==> src/rtl/core/boae_pkg.sv <==
// Shared types and constants of the bounded ordered array engine.
// Used by the controller, the datapath, the top level and the checker.
`default_nettype none

package boae_pkg;

  localparam int DEPTH_DEFAULT = 256;

  // Field widths.
  localparam int DATA_W = 32;
  localparam int IDX_W  = 9;
  localparam int POS_W  = 8;
  localparam int CNT_W  = 9;
  localparam int CAP_W  = 9;
  localparam int KIND_W = 3;
  localparam int STAT_W = 2;

  // Stream payload widths, padded to whole bytes.
  localparam int IN_TDATA_W  = 48;
  localparam int OUT_TDATA_W = 56;
  localparam int OUT_PAD_W   = OUT_TDATA_W - DATA_W - POS_W - CNT_W;

  // Register port.
  localparam int CFG_AW       = 3;
  localparam int CFG_DW       = 32;
  localparam int CFG_WORD_LSB = 2;
  localparam logic CFG_SEL_CAPACITY = 1'b0;
  localparam logic [CAP_W-1:0] CAP_RESET = 9'd256;

  // Request kinds.
  typedef enum logic [KIND_W-1:0] {
    K_READ       = 3'd0,
    K_WRITE      = 3'd1,
    K_FIND       = 3'd2,
    K_INSERT     = 3'd3,
    K_APPEND     = 3'd4,
    K_REMOVE_AT  = 3'd5,
    K_REMOVE_VAL = 3'd6,
    K_NOP        = 3'd7
  } kind_t;

  // Result status codes.
  typedef enum logic [STAT_W-1:0] {
    ST_OK     = 2'd0,
    ST_RANGE  = 2'd1,
    ST_FULL   = 2'd2,
    ST_ABSENT = 2'd3
  } status_t;

  // Start value of the walk pointer; the held start also sets an upward walk.
  typedef enum logic [2:0] {
    PI_NONE = 3'd0,
    PI_ZERO = 3'd1,
    PI_HELD = 3'd2,
    PI_IDX1 = 3'd3,
    PI_HIT1 = 3'd4
  } ptr_init_t;

  // Source of the anchor position of a shift.
  typedef enum logic [1:0] {
    AL_NONE = 2'd0,
    AL_IDX  = 2'd1,
    AL_HELD = 2'd2,
    AL_HIT  = 2'd3
  } at_load_t;

  // Source of the reported position.
  typedef enum logic [1:0] {
    POS_ZERO = 2'd0,
    POS_HIT  = 2'd1,
    POS_AT   = 2'd2
  } pos_sel_t;

  // Commands from the controller to the datapath.
  typedef struct packed {
    logic      capture;
    logic      rd_idx;
    logic      wr_idx;
    logic      wr_at;
    logic      walk;
    logic      walk_wr;
    ptr_init_t ptr_init;
    at_load_t  at_load;
    logic      held_inc;
    logic      held_dec;
    logic      finish;
    status_t   status;
    logic      use_rd;
    pos_sel_t  pos_sel;
  } dp_cmd_t;

  localparam dp_cmd_t CMD_NOP = '{
    capture:  1'b0,
    rd_idx:   1'b0,
    wr_idx:   1'b0,
    wr_at:    1'b0,
    walk:     1'b0,
    walk_wr:  1'b0,
    ptr_init: PI_NONE,
    at_load:  AL_NONE,
    held_inc: 1'b0,
    held_dec: 1'b0,
    finish:   1'b0,
    status:   ST_OK,
    use_rd:   1'b0,
    pos_sel:  POS_ZERO
  };

  // Status from the datapath to the controller.
  typedef struct packed {
    kind_t kind;
    logic  idx_ge_held;
    logic  idx_gt_held;
    logic  full;
    logic  hit;
    logic  walk_done;
    logic  out_free;
  } dp_stat_t;

endpackage

`default_nettype wire

==> src/rtl/core/boae_ctrl.sv <==
// Controller state machine of the bounded ordered array engine.
// Depends on boae_pkg; drives the datapath through dp_cmd_t only.
`default_nettype none

module boae_ctrl (
  input  wire logic              clk,
  input  wire logic              rst_n,
  input  wire logic              in_tvalid,
  output logic                   in_tready,
  input  wire boae_pkg::dp_stat_t stat,
  output boae_pkg::dp_cmd_t      cmd
);

  typedef enum logic [2:0] {
    S_IDLE,
    S_DECODE,
    S_RD_WAIT,
    S_SCAN,
    S_SHIFT_UP,
    S_SHIFT_DN
  } state_t;

  state_t state_r;
  state_t state_nxt;

  assign in_tready = (state_r == S_IDLE);

  // Next state and datapath commands. Any step that delivers a result waits
  // for a free output slot and has no side effect while it waits.
  always_comb begin
    state_nxt = state_r;
    cmd       = boae_pkg::CMD_NOP;
    case (state_r)
      S_IDLE: begin
        if (in_tvalid) begin
          cmd.capture = 1'b1;
          state_nxt   = S_DECODE;
        end
      end

      S_DECODE: begin
        case (stat.kind)
          boae_pkg::K_READ: begin
            if (stat.idx_ge_held) begin
              if (stat.out_free) begin
                cmd.finish = 1'b1;
                cmd.status = boae_pkg::ST_RANGE;
                state_nxt  = S_IDLE;
              end
            end else begin
              cmd.rd_idx = 1'b1;
              state_nxt  = S_RD_WAIT;
            end
          end

          boae_pkg::K_WRITE: begin
            if (stat.out_free) begin
              cmd.finish = 1'b1;
              state_nxt  = S_IDLE;
              if (stat.idx_ge_held) begin
                cmd.status = boae_pkg::ST_RANGE;
              end else begin
                cmd.wr_idx = 1'b1;
              end
            end
          end

          boae_pkg::K_FIND, boae_pkg::K_REMOVE_VAL: begin
            cmd.ptr_init = boae_pkg::PI_ZERO;
            state_nxt    = S_SCAN;
          end

          boae_pkg::K_INSERT, boae_pkg::K_APPEND: begin
            if (stat.full) begin
              if (stat.out_free) begin
                cmd.finish = 1'b1;
                cmd.status = boae_pkg::ST_FULL;
                state_nxt  = S_IDLE;
              end
            end else if (stat.kind == boae_pkg::K_INSERT && stat.idx_gt_held) begin
              if (stat.out_free) begin
                cmd.finish = 1'b1;
                cmd.status = boae_pkg::ST_RANGE;
                state_nxt  = S_IDLE;
              end
            end else begin
              cmd.at_load  = (stat.kind == boae_pkg::K_INSERT) ? boae_pkg::AL_IDX
                                                                : boae_pkg::AL_HELD;
              cmd.ptr_init = boae_pkg::PI_HELD;
              state_nxt    = S_SHIFT_UP;
            end
          end

          boae_pkg::K_REMOVE_AT: begin
            if (stat.idx_ge_held) begin
              if (stat.out_free) begin
                cmd.finish = 1'b1;
                cmd.status = boae_pkg::ST_RANGE;
                state_nxt  = S_IDLE;
              end
            end else begin
              cmd.at_load  = boae_pkg::AL_IDX;
              cmd.ptr_init = boae_pkg::PI_IDX1;
              state_nxt    = S_SHIFT_DN;
            end
          end

          default: begin
            // The unused kind changes nothing and reports success.
            if (stat.out_free) begin
              cmd.finish = 1'b1;
              state_nxt  = S_IDLE;
            end
          end
        endcase
      end

      S_RD_WAIT: begin
        if (stat.out_free) begin
          cmd.finish = 1'b1;
          cmd.use_rd = 1'b1;
          state_nxt  = S_IDLE;
        end
      end

      // Compare one entry per cycle from the bottom of the list.
      S_SCAN: begin
        if (stat.hit) begin
          if (stat.kind == boae_pkg::K_REMOVE_VAL) begin
            cmd.at_load  = boae_pkg::AL_HIT;
            cmd.ptr_init = boae_pkg::PI_HIT1;
            state_nxt    = S_SHIFT_DN;
          end else if (stat.out_free) begin
            cmd.finish  = 1'b1;
            cmd.pos_sel = boae_pkg::POS_HIT;
            state_nxt   = S_IDLE;
          end
        end else if (stat.walk_done) begin
          if (stat.out_free) begin
            cmd.finish = 1'b1;
            cmd.status = boae_pkg::ST_ABSENT;
            state_nxt  = S_IDLE;
          end
        end else begin
          cmd.walk = 1'b1;
        end
      end

      // Move entries up by one from the top, then store the new value.
      S_SHIFT_UP: begin
        if (stat.walk_done) begin
          if (stat.out_free) begin
            cmd.wr_at    = 1'b1;
            cmd.held_inc = 1'b1;
            cmd.finish   = 1'b1;
            state_nxt    = S_IDLE;
          end
        end else begin
          cmd.walk    = 1'b1;
          cmd.walk_wr = 1'b1;
        end
      end

      // Move entries down by one over the removed position.
      S_SHIFT_DN: begin
        if (stat.walk_done) begin
          if (stat.out_free) begin
            cmd.held_dec = 1'b1;
            cmd.finish   = 1'b1;
            cmd.pos_sel  = (stat.kind == boae_pkg::K_REMOVE_VAL) ? boae_pkg::POS_AT
                                                                 : boae_pkg::POS_ZERO;
            state_nxt    = S_IDLE;
          end
        end else begin
          cmd.walk    = 1'b1;
          cmd.walk_wr = 1'b1;
        end
      end

      default: begin
        state_nxt = S_IDLE;
      end
    endcase
  end

  // State register.
  always_ff @(posedge clk) begin
    if (!rst_n) begin
      state_r <= S_IDLE;
    end else begin
      state_r <= state_nxt;
    end
  end

endmodule

`default_nettype wire

==> config.mk <==
export PLATFORM = sky130hd
export DESIGN_NAME = boae_ctrl
export DESIGN_NICKNAME = d
export VERILOG_FILES = /design/src/rtl/core/boae_pkg.sv /design/src/rtl/core/boae_ctrl.sv
export SDC_FILE = /design/constraint.sdc
export NUM_CORES = 1
export LEC_CHECK = 0
export BUFFER_PORTS_ARGS = -buffer_cell sky130_fd_sc_hd__buf_4
export CAP_MARGIN = 20
export CORE_MARGIN = 10
export CORE_UTILIZATION = 39
export DETAILED_ROUTE_END_ITERATION = 8
export PLACE_DENSITY = 0.74
export SKIP_CTS_REPAIR_TIMING = 1
export SLEW_MARGIN = 20
export SYNTH_ARGS = -nofsm -noshare
export SYNTH_HDL_FRONTEND = slang
export SYNTH_SLANG_ARGS = --single-unit
export TNS_END_PERCENT = 20
==> constraint.sdc <==
create_clock -name clk -period 1.14 [get_ports clk]
set_input_delay 0.114 -clock clk [delete_from_list [all_inputs] [get_ports clk]]
set_output_delay 0.114 -clock clk [all_outputs]
set_load 0.02 [all_outputs]
; ---- Word-level counts from Yosys, hierarchy flattened
; Cells that the tools add are included.
[word_totals]
wordCells = 82
in_bits = 12
register_bits = 3
[classes]
eq_ne = 12
mux = 62
reduce_logical = 7
[ops]
columns = op, count
row1 = $mux 3, 17
row2 = $mux 1, 20
row3 = $mux 2, 9
row4 = $eq 3x3->1 const B, 5
row5 = $pmux 3 s5, 1
row6 = $eq 3x2->1 const B, 4
row7 = $mux 4, 3
row8 = $pmux 2 s2, 3
row9 = $pmux 3 s4, 1
row10 = $mux 5, 2
row11 = $pmux 5 s2, 1
row12 = $pmux 3 s3, 1
row13 = $reduce_or 2->1, 4
row14 = $eq 3x1->1 const B, 2
row15 = $logic_not 3->1, 2
row16 = $pmux 2 s3, 1
row17 = $pmux 1 s5, 1
row18 = $pmux 1 s4, 1
row19 = $ne 2x2->1 const B, 1
row20 = $pmux 1 s2, 1
row21 = $logic_and 1x1->1, 1

; ---- Logic depth before layout (Yosys ltp)
[depth]
depth_word = 6
ltp_mapped = 6

; ---- Worst setup path before layout
; OpenSTA, ideal clock, no wires.
[synth_timing]
kind = register to output
start = register state_r[0]
end = output cmd[9] in the netlist's numbering
path_stages_with_launch = 4
n_path_buf = 0
arrival_time_ns = 1.521
slack_ns = -0.495
cell_sequence = dfxtp_1 and2b_1 nand2b_1 o41ai_1
[synth_lines]
columns = item, line
row1 = from (decl), boae_ctrl.sv:23  ; state_t state_r;
row2 = from (signal assigned), boae_ctrl.sv:191  ; state_r <= state_nxt;
row3 = to (decl), boae_ctrl.sv:11  ; output boae_pkg::dp_cmd_t cmd

==> impl_metrics.py <==
metrics = {
    "logic_synthesis": {
        "synth_xor_area_share_pct": 0,
        "synthSimpleGateAreaFrac_pct": 44.9,
        "netlist-cell-type-count": 38,
        "synth_top_family_by_area": "simple AND/OR/NAND/NOR gates",
        "synth_mux_area_share_pct": 1.66,
        "yosys.cell_count.top_type": "sky130_fd_sc_hd__nor2_1",
        "post_synth_fa_ha_maj_area_fraction_pct": 0,
        "synth-compound-area-share_pct": 33.1,
        "ys_top_cells_by_area": "sky130_fd_sc_hd__dfxtp_1 9.9%, sky130_fd_sc_hd__nor2_1 6.8%, sky130_fd_sc_hd__nand2_1 6.2%",
        "ys_async_sr_fraction_pct": 0,
        "yosysWarnings": 0,
        "synth.cell_area_sq_um": 604,
        "synth_nets": 108,
        "edff_count_synth": 0,
        "synth_top_area_cell": "sky130_fd_sc_hd__dfxtp_1",
        "netlist.area_leader.share_pct": 9.94,
        "synth_flop_cell": "sky130_fd_sc_hd__dfxtp_1",
        "ys_ff_latch": 3,
        "synth.yosys.seq_area_share_pct": 9.94,
        "synth_cell_count_leaders": "11 x sky130_fd_sc_hd__nor2_1, 10 x sky130_fd_sc_hd__nand2_1, 7 x sky130_fd_sc_hd__inv_1",
        "postSynthAreaPerCell_sq_um": 6.30,
        "postSynthCellCount": 96,
    },
    "grt": {
        "first_global_vias": 933,
        "pin_count_of_the_biggest_net_entering_global_routing": 16,
        "grt_antenna_before_repair": 0,
        "grtUsageTotal_pct": 14.6,
        "first_pass_grt_wire_length_microns": 4170,
        "grt_overflow": 0,
    },
    "power": {
        "ir_drop_mv": 0.538,
        "p_per_area_mw_per_mm2": 851,
        "total_power_uw": 1080,
        "cellLeakagePower_uw": 0.000618,
    },
    "cells_and_area": {
        "final-seq-area_sq_um": 68.8,
        "multi_input_comb_area_sq_um": 617,
        "max_flop_register": "state_r",
        "max_ffs_per_register": 3,
        "post_route_cells_drive_above_1_share_pct": 58.6,
        "reg_top3": "state_r (3)",
        "final_cell_area_sq_mm": 0.00127,
        "antenna-diode-count": 0,
        "filler_cell_count": 95,
        "area_growth_pct": 111,
        "number_of_nets_in_the_final_layout": 170,
    },
    "sta": {
        "final_critical_path_setup_slack_ps": -469,
        "worst_max_slew_pin_slew_ps": 364,
        "maximum_clock_frequency_mhz": 621,
        "hold_viol_final": 0,
        "number_of_endpoints_failing_setup_at_the_final_stage": 23,
        "period_share_pct": 141,
        "setup_repair_after_global_routing_missed_its_margin": "yes",
        "slew_headroom_pct": 75.7,
        "layout_min_cycle_time_ps": 1610,
        "fin_worst_skew_ps": 12.0,
        "final-max-slew-violation-count": 0,
    },
    "route": {
        "drt.antenna.violating_nets": 0,
        "avgViaCountPerCell": 5.84,
        "detailedRoute.firstIterationViolations": 38,
        "drc_errors": 0,
        "drtPass1Iterations": 4,
        "wirelength_microns": 3100,
        "num_vias": 1010,
        "wirelength_per_cell_microns": 17.9,
    },
    "place": {
        "port_buffers": 31,
        "place.detailed.hpwl_microns": 2200,
        "detailed_place.area_sq_mm": 0.00119,
        "globalplace.congestion": 0.829,
    },
    "worst_setup_path": {
        "critical_path_class": "reg2out",
        "worst_setup_path_startpoint": "state_r[2]",
        "sort_of_element_at_the_end_of_the_critical_path": "output pin",
        "worstPathRequired_ps": 1030,
        "worstSetupStartpointType": "flip-flop",
        "cp_data_arrival_time_ps": 1500,
        "timing.critical_path.fanout_max": 5,
        "rr_startpoint": "state_r[0]",
    },
    "clock_network": {
        "cts_root_buffer": "sky130_fd_sc_hd__clkbuf_4",
        "clock_latency_ps": 270,
        "cts-buffers-inserted": 3,
        "cts.sinks": 3,
        "clk_pin_slew_ps": 60,
        "clock_tree_from_tritoncts": "yes",
        "htreeDepth": 1,
        "clock_tree.buffer_depth": 2,
    },
    "outcome": {
        "failed_checks": "setup timing",
        "status": "finished, violations left",
    },
    "floorplan": {
        "die_y_microns": 59.4,
        "die_w_microns": 59.4,
        "core.rowCount": 14,
        "design.portCount": 32,
        "initial_utilization_pct": 40.6,
        "floorplan.die_area_sq_mm": 0.00352,
        "core_area_sq_mm": 0.00149,
    },
    "worst_hold_path": {
        "timing.hold.worst.start": "rst_n",
        "hp-class": "in2reg",
    },
    "job": {
        "maxCapViolations": 0,
    },
}
==> final timing paths <==
path / cells after the start / slack (ps) / end
worst max-delay path: 5 / -470 / cmd[16]
worst min-delay path: 4 / 230 / state_r[1]
worst max register to register: 5 / -260 / state_r[0]
worst min register to register: 4 / 720 / state_r[0]
==> per-stage QoR <==
stage	instances	hold WS [ps]	TNS (ps)	setup slack, ps	util (%)
6_report	173	230	-7230	-469	85.5
5_1_grt	173	259	-8140	-500	85.5
4_1_cts	173	241	-8450	-505	81.6
3_5_place_dp	169	500	-2930	-258	79.8
3_3_place_gp	169	485	-2030	-198	79.8
2_1_floorplan	96	253	-1230	-143	-
==> cell families after synthesis <==
family          count (synthesis)
simple gates                   51
buf+inv                        14
mux                             1
compound gates                 27
flops                           3
==> per-layer routing <==
layer  part of all wire [%]  up-vias  track usage, %
met5                      0        -               0
met4                    2.5        0            6.56
met3                    7.9        8            2.36
met2                     53       56            25.1
met1                     37      467            17.0
li1                       -      479               -
==> layout by cell type, fill, tap and decap left out, types with 2 or more instances in the layout <==
| cell | count |
|---|---|
| sky130_fd_sc_hd__nand4_1 | 5 |
| sky130_fd_sc_hd__o21ai_0 | 4 |
| sky130_fd_sc_hd__o211ai_1 | 2 |
| sky130_fd_sc_hd__buf_4 | 57 |
| sky130_fd_sc_hd__nand3_1 | 3 |
| sky130_fd_sc_hd__o31ai_2 | 3 |
| sky130_fd_sc_hd__a31oi_1 | 3 |
| sky130_fd_sc_hd__nor3_4 | 2 |
| sky130_fd_sc_hd__nand2b_1 | 3 |
| sky130_fd_sc_hd__inv_1 | 6 |
| sky130_fd_sc_hd__clkbuf_4 | 3 |
| sky130_fd_sc_hd__buf_6 | 6 |
| sky130_fd_sc_hd__dfxtp_4 | 2 |
| sky130_fd_sc_hd__nor2_1 | 9 |
| sky130_fd_sc_hd__a21oi_1 | 4 |
| sky130_fd_sc_hd__nand2_1 | 10 |
==> cell type report <==
type	instances	share of cell area (%)
Timing Repair Buffer	64	40.5
Inverter	7	2.06
Sequential cell	3	5.40
Clock buffer	4	2.06
Multi-Input combinational cell	79	48.4
Tap cell	16	1.57
==> where the power goes <==
part	leakage (uW)	switching [uW]	internal [uW]
clock network	0.0000150	109	135
registers	0.0000264	21.0	121
logic	0.000577	347	352
total	0.000618	477	607
==> worst max-delay path, cell delays in order, from the launching register on <==
cell                       delay, ps
sky130_fd_sc_hd__dfxtp_2         330
sky130_fd_sc_hd__and2b_4         300
sky130_fd_sc_hd__nand2b_4         90
sky130_fd_sc_hd__buf_12          140
sky130_fd_sc_hd__nor4b_4         190
sky130_fd_sc_hd__buf_4           180
(Power assumes the default switching activity.)
